<file path="src/pressure_temperature_depth_compensation_top_assert.svh">
// ----------------------------------------------------------------------------
// pressure temperature depth compensation assertion macros
// concurrent checks, compiled out when ASSERT_OFF is set
// ----------------------------------------------------------------------------
`ifndef PRESSURE_TEMPERATURE_DEPTH_COMPENSATION_TOP_ASSERT_SVH
`define PRESSURE_TEMPERATURE_DEPTH_COMPENSATION_TOP_ASSERT_SVH
`ifndef ASSERT_OFF
// same-cycle implication
`define PTDC_ASSERT_NOW(label, clk, rst, ante, cons) \
   label: assert property (@(posedge clk) disable iff (rst) (ante) |-> (cons)) \
      else $error("ptdc same-cycle check failed");
// next-cycle implication
`define PTDC_ASSERT_NEXT(label, clk, rst, ante, cons) \
   label: assert property (@(posedge clk) disable iff (rst) (ante) |=> (cons)) \
      else $error("ptdc next-cycle check failed");
`else
`define PTDC_ASSERT_NOW(label, clk, rst, ante, cons)
`define PTDC_ASSERT_NEXT(label, clk, rst, ante, cons)
`endif
`endif

</file>
<file path="src/ptdc_pkg.sv">
// ----------------------------------------------------------------------------
// ptdc_pkg
// types and constants shared by the compensation pipeline
// ----------------------------------------------------------------------------
package ptdc_pkg;

   localparam int CSR_IDX_W  = 3;
   localparam int CSR_DATA_W = 18;
   localparam int QUOT_W     = 23;

   localparam logic [CSR_IDX_W-1:0] CSR_C1   = 3'd0;
   localparam logic [CSR_IDX_W-1:0] CSR_C2   = 3'd1;
   localparam logic [CSR_IDX_W-1:0] CSR_C3   = 3'd2;
   localparam logic [CSR_IDX_W-1:0] CSR_C4   = 3'd3;
   localparam logic [CSR_IDX_W-1:0] CSR_C5   = 3'd4;
   localparam logic [CSR_IDX_W-1:0] CSR_C6   = 3'd5;
   localparam logic [CSR_IDX_W-1:0] CSR_SURF = 3'd6;
   localparam logic [CSR_IDX_W-1:0] CSR_RHO  = 3'd7;

   localparam logic [17:0]        SURF_RESET    = 18'd101300;
   localparam logic [11:0]        RHO_RESET     = 12'd1029;
   localparam logic signed [19:0] TEMP_REF      = 20'sd2000;
   localparam logic signed [19:0] TEMP_VLOW_OFS = 20'sd1500;
   localparam logic signed [19:0] TEMP_VLOW_MAX = -20'sd1600;
   localparam logic [19:0]        GRAV_SCALE    = 20'd980665;
   localparam logic [26:0]        DEPTH_SCALE   = 27'd100000000;
   localparam logic [31:0]        RECIP_TEN     = 32'hCCCCCCCD;

   typedef struct packed {
      logic [23:0] raw_pressure_d1;
      logic [23:0] raw_temperature_d2;
   } req_type;

   typedef struct packed {
      logic signed [16:0] pressure_mbar;
      logic signed [15:0] temperature_centi;
      logic signed [23:0] depth_mm;
   } rsp_type;

   typedef struct packed {
      logic [15:0] coeff_sens_c1;
      logic [15:0] coeff_off_c2;
      logic [15:0] coeff_tcs_c3;
      logic [15:0] coeff_tco_c4;
      logic [15:0] coeff_tref_c5;
      logic [15:0] coeff_tsens_c6;
      logic [17:0] surface_pressure_pa;
      logic [11:0] fluid_density_kgm3;
   } cfg_type;

   // second-order corrected offset and sensitivity
   typedef struct packed {
      logic [23:0]        d1;
      logic signed [39:0] offs;
      logic signed [39:0] sens;
      logic signed [15:0] temp_sat;
   } comp_type;

   // pressure result and pascal excess over surface
   typedef struct packed {
      logic signed [35:0] excess_pa;
      logic signed [16:0] press_sat;
      logic signed [15:0] temp_sat;
   } press_type;

   // divider result
   typedef struct packed {
      logic [QUOT_W-1:0]  quot;
      logic               ovf;
      logic               neg;
      logic signed [16:0] press_sat;
      logic signed [15:0] temp_sat;
   } div_type;

endpackage

</file>
<file path="src/ptdc_press.sv">
// ----------------------------------------------------------------------------
// ptdc_press
// pressure product, scaling and divide by ten, eight stages
// ----------------------------------------------------------------------------
module ptdc_press import ptdc_pkg::*; (
   input  logic        clock,
   input  logic        reset,
   input  logic        en,
   input  logic        in_vld,
   input  comp_type    in_data,
   input  logic [17:0] surf,
   output logic        out_vld,
   output press_type   out_data
);

   logic [7:0] vld_ff;

   always_ff @(posedge clock) begin
      if (reset) begin
         vld_ff <= '0;
      end else if (en) begin
         vld_ff <= {vld_ff[6:0], in_vld};
      end
   end

   // stage 1: split D1*SENS into two partial products
   logic [43:0]        s1_lo_in, s1_lo_ff;
   logic signed [44:0] s1_hi_in, s1_hi_ff;
   logic signed [39:0] s1_offs_ff;
   logic signed [15:0] s1_tsat_ff;

   assign s1_lo_in = in_data.d1 * in_data.sens[19:0];
   assign s1_hi_in = $signed({1'b0, in_data.d1}) * $signed(in_data.sens[39:20]);

   always_ff @(posedge clock) begin
      if (en) begin
         s1_lo_ff   <= s1_lo_in;
         s1_hi_ff   <= s1_hi_in;
         s1_offs_ff <= in_data.offs;
         s1_tsat_ff <= in_data.temp_sat;
      end
   end

   // stage 2: recombine
   logic signed [63:0] hi_ext;
   logic signed [63:0] s2_prod_in, s2_prod_ff;
   logic signed [39:0] s2_offs_ff;
   logic signed [15:0] s2_tsat_ff;

   assign hi_ext     = {{19{s1_hi_ff[44]}}, s1_hi_ff};
   assign s2_prod_in = $signed({hi_ext[43:0], 20'h00000}) + $signed({20'h00000, s1_lo_ff});

   always_ff @(posedge clock) begin
      if (en) begin
         s2_prod_ff <= s2_prod_in;
         s2_offs_ff <= s1_offs_ff;
         s2_tsat_ff <= s1_tsat_ff;
      end
   end

   // stage 3: divide by 2^21 toward zero
   logic signed [63:0] prod_adj;
   logic signed [42:0] s3_a_ff;
   logic signed [39:0] s3_offs_ff;
   logic signed [15:0] s3_tsat_ff;

   assign prod_adj = s2_prod_ff + (s2_prod_ff[63] ? 64'sd2097151 : 64'sd0);

   always_ff @(posedge clock) begin
      if (en) begin
         s3_a_ff    <= $signed(prod_adj[63:21]);
         s3_offs_ff <= s2_offs_ff;
         s3_tsat_ff <= s2_tsat_ff;
      end
   end

   // stage 4: subtract offset
   logic signed [43:0] s4_b_in, s4_b_ff;
   logic signed [15:0] s4_tsat_ff;

   assign s4_b_in = s3_a_ff - s3_offs_ff;

   always_ff @(posedge clock) begin
      if (en) begin
         s4_b_ff    <= s4_b_in;
         s4_tsat_ff <= s3_tsat_ff;
      end
   end

   // stage 5: magnitude over 2^13
   logic [43:0]        b_abs;
   logic [30:0]        s5_bmag_ff;
   logic               s5_neg_ff;
   logic signed [15:0] s5_tsat_ff;

   assign b_abs = s4_b_ff[43] ? 44'(-s4_b_ff) : 44'(s4_b_ff);

   always_ff @(posedge clock) begin
      if (en) begin
         s5_bmag_ff <= b_abs[43:13];
         s5_neg_ff  <= s4_b_ff[43];
         s5_tsat_ff <= s4_tsat_ff;
      end
   end

   // stage 6: reciprocal multiply for divide by ten
   logic [63:0]        s6_m_in, s6_m_ff;
   logic               s6_neg_ff;
   logic signed [15:0] s6_tsat_ff;

   assign s6_m_in = {1'b0, s5_bmag_ff} * RECIP_TEN;

   always_ff @(posedge clock) begin
      if (en) begin
         s6_m_ff    <= s6_m_in;
         s6_neg_ff  <= s5_neg_ff;
         s6_tsat_ff <= s5_tsat_ff;
      end
   end

   // stage 7: signed pressure and its saturated form
   logic [28:0]        pmag;
   logic [16:0]        pm17;
   logic signed [29:0] s7_p_in, s7_p_ff;
   logic signed [16:0] s7_psat_in, s7_psat_ff;
   logic signed [15:0] s7_tsat_ff;

   assign pmag    = s6_m_ff[63:35];
   assign pm17    = pmag[16:0];
   assign s7_p_in = s6_neg_ff ? -$signed({1'b0, pmag}) : $signed({1'b0, pmag});

   always_comb begin
      if (s6_neg_ff) begin
         s7_psat_in = (pmag > 29'd65536) ? 17'sh10000 : $signed(17'd0 - pm17);
      end else begin
         s7_psat_in = (pmag > 29'd65535) ? 17'sh0FFFF : $signed(pm17);
      end
   end

   always_ff @(posedge clock) begin
      if (en) begin
         s7_p_ff    <= s7_p_in;
         s7_psat_ff <= s7_psat_in;
         s7_tsat_ff <= s6_tsat_ff;
      end
   end

   // stage 8: pascal over surface
   logic signed [35:0] s8_x_in, s8_x_ff;
   logic signed [16:0] s8_psat_ff;
   logic signed [15:0] s8_tsat_ff;

   assign s8_x_in = s7_p_ff * 36'sd100 - $signed({18'b0, surf});

   always_ff @(posedge clock) begin
      if (en) begin
         s8_x_ff    <= s8_x_in;
         s8_psat_ff <= s7_psat_ff;
         s8_tsat_ff <= s7_tsat_ff;
      end
   end

   assign out_vld            = vld_ff[7];
   assign out_data.excess_pa = s8_x_ff;
   assign out_data.press_sat = s8_psat_ff;
   assign out_data.temp_sat  = s8_tsat_ff;

endmodule

</file>
<file path="config.mk">
export PLATFORM = sky130hd
export DESIGN_NAME = ptdc_press
export DESIGN_NICKNAME = d
export VERILOG_FILES = /design/src/pressure_temperature_depth_compensation_top_assert.svh /design/src/ptdc_pkg.sv /design/src/ptdc_press.sv
export SDC_FILE = /design/constraint.sdc
export NUM_CORES = 2
export LEC_CHECK = 0
export BUFFER_PORTS_ARGS = -buffer_cell sky130_fd_sc_hd__buf_2
export CAP_MARGIN = 20
export CORE_ASPECT_RATIO = 1.25
export CORE_UTILIZATION = 40
export DETAILED_ROUTE_END_ITERATION = 8
export HOLD_SLACK_MARGIN = 0.12
export PLACE_DENSITY = 0.66
export RECOVER_POWER = 100
export SETUP_SLACK_MARGIN = 0.5
export SYNTH_ARGS = -nofsm -noshare
export SYNTH_HDL_FRONTEND = slang
export SYNTH_SLANG_ARGS = --single-unit
</file>
<file path="constraint.sdc">
create_clock -name clock -period 11.6 [get_ports clock]
set_input_delay 1.16 -clock clock [delete_from_list [all_inputs] [get_ports clock]]
set_output_delay 1.16 -clock clock [all_outputs]
set_load 0.05 [all_outputs]
</file>
==> run summary <==
Status: finished with violations
Failing checks: capacitance limit, slew limit
Combinational family with the most area after synthesis: adder cells
Crit path kind: primary input to flip-flop
Hold Buf Count CTS: 0
Routed Antenna Nets: 0
Post-CTS resize count: 0
Vias/cell: 5.09
Wire per inst: 18.0 um
Post-synthesis mux area share: 0.177%
CP Cell Sequence: buf_2, clkbuf_1, nand2b_1, fa_1, fa_1, inv_1, fa_1, fa_1, fa_1, fa_1, inv_1, fa_1, inv_1, ha_1, and3_1, a221oi_1, o211ai_1, a221o_1, a21oi_1, o21bai_1, a221oi_1, xnor2_1
Area growth syn-to-layout: 7.22%
Grt met1 use: 21.8%
Synth warnings: 0
Sequential share of the synthesized area: 26.5%
CTS Sinks: 656
GR Overflow Total: 0
Routed WL: 173 mm
Core Area: 184000 um^2
H-tree levels: 3
Clk_lat worst skew: 650 ps
Worst min path class: flip-flop to flip-flop
First-pass GRT wire length: 275 mm
Setup_tns: 0 ps
Post-synthesis cell count: 7051
Clk root buf: clkbuf_16
Synth cell types: 83
Clock Path Buffers: 3
Nets@finish: 9150
Setup-failing EPs final: 0
Fmax: 0.110 GHz
Fin. max-slew vios: 763
Starting Density: 40.3%
Via count: 48800
Gr usage total: 18.6%
Cell Area, Synth: 74000 um^2
Clock skew: 21.4 ps
Synth Area in Simple Gates: 11.2%
Worst path bufs/invs: 5
Worst-path fanout max: 40
Net Count, Synth: 9065
Layout Utilization: 43.2%
Area share of fa/ha/maj cells after synthesis: 42.4%
Slew HR: -167%
Mean post-synth cell area: 10.5 um^2
Post-CTS setup buffer count: 0
Slew @ Worst Pin: 4010 ps
CTS tree: done
Worst-path clk slew: 70 ps
Layout cells sized above 1: 3.49%
Initial antenna violation count: 6
Worst path top cell family by delay: adder cells
RSZ-0062 raised after global routing: no
Yosys reg bits: 656
Met2 Usage GRT: 34.2%
Total CTS buffers: 67
Most frequent CP cell: fa_1
Die Span Y: 483 um
CP startpoint kind: primary input
GPL Wtd Cong: 0.935
Top_reg_cell synth: edfxtp_1
Drt first pass iters: 6
DIE AREA: 187000 um^2
Critical path's slowest cell: clkbuf_1
Synth Area in Compound Gates: 6.96%
Post-Synth XOR/XNOR Area: 3.97%
Crit path capture type: flip-flop
Largest net degree at the start of global routing: 170
Commonest non-fill, non-tap cells in the layout: inv_1 (1505), fa_1 (1056), ha_1 (816)
Crit path time final: 9110 ps
Grt peak-use layer: met2
Worst path required time: 11970 ps
Number of port buffers: 211
Number of fill cells: 17400
Synth async-reset ratio: 0%
Final hold viol count: 0
Die width: 387 um
Max-cap violation count: 9
Post-synth EDFFs: 648
Io pins: 212
Row count: 176
Final Cycle Share: 78.5%
Vias in the first global route: 52200
# DRC: 0
CP peak stage delay: 1610 ps
Drt initial violations: 2696
Commonest non-fill, non-tap cell in the layout: inv_1
Met3 usage: 2.70%
Crit path DAT: 9470 ps
DP HPWL: 136 mm
[sequential cells by signal, summed over array words and instances, names as in the netlist, 31 cells and up]
| register | flops |
|---|---|
| s2_offs_ff | 40 |
| s4_b_ff | 44 |
| s5_bmag_ff | 31 |
| s3_a_ff | 43 |
| s2_prod_ff | 64 |
| s1_hi_ff | 44 |
| s3_offs_ff | 40 |
| s1_lo_ff | 44 |
| s8_x_ff | 36 |
| s1_offs_ff | 40 |
[synthesized netlist by cell type, types with 39 or more instances]
library cell,instances,share of area (%)
and2_1,470,4.0
ha_1,816,14
xnor2_1,251,3.0
o21bai_1,39,0.40
clkbuf_1,224,1.1
xor2_1,82,0.97
nand4_1,39,0.33
nor2_1,147,0.75
nand2_1,672,3.4
nand3_1,58,0.39
nand2b_1,53,0.45
a21o_1,138,1.4
o21ai_0,137,0.93
inv_1,1504,7.6
and3_1,41,0.35
edfxtp_1,648,26
fa_1,1056,29
a21oi_1,217,1.5
[cell families after synthesis]
kind of cell | Yosys count
adder cells (fa/ha/maj) | 1872
buffers and inverters | 1735
AND/OR/NAND/NOR | 1654
AO/OA/AOI/OAI | 787
flip-flops | 656
XOR/XNOR | 334
multiplexers | 13
[worst register-to-register path, delay by kind of cell (launching register included)]
kind	cells	cell delay [ps]
DFF	1	570
adders and majority gates	9	4320
xor gates and xnor gates	1	190
AOI/OAI and AO/OA	7	2560
buffers and inverters	4	440
[final timing paths]
path	from	endpoint	slack, ps	depth (start not counted)
max	in_data[96]	s1_hi_ff[43]	2490	22
min	s5_tsat_ff[6]	s6_tsat_ff[6]	410	0
max reg2reg	s5_bmag_ff[4]	s6_m_ff[61]	3220	21
min reg2reg	s5_tsat_ff[6]	s6_tsat_ff[6]	410	0
[final cells by class]
cell class / count / area (um^2) / area share [%]
multi-input combinational: 4660 / 47900 / 60.3
sequential: 656 / 19600 / 24.7
inverter: 1505 / 5650 / 7.12
tap: 2403 / 3010 / 3.79
clock buffer: 78 / 1740 / 2.19
timing repair buffer: 246 / 1140 / 1.44
clock inverter: 39 / 327 / 0.411
antenna: 3 / 7.51 / 0.00946
[per-stage QoR]
| step | setup WS, ps | area [um^2] | std cells | hold WS, ps |
|---|---|---|---|---|
| detailed placement | 2660 | 77500 | 9470 | 405 |
| finish | 2490 | 79400 | 9590 | 406 |
| global placement | 2810 | 77500 | 9470 | 400 |
| CTS | 3250 | 79600 | 9587 | 407 |
| floorplan | 3720 | 74000 | 7051 | 400 |
| global route | 1520 | 79400 | 9588 | 416 |
[metal layers]
layer | vias up | wire (um) | share of wire, %
li1 | 22700 | - | -
met1 | 24400 | 67600 | 39
met2 | 1364 | 88500 | 51
met3 | 328 | 10400 | 6.0
met4 | 4 | 6330 | 3.7
met5 | - | 27 | 0.016
Power is not shown: default switching activity piles up to over one toggle a cycle in this logic, so the estimate is an artifact.
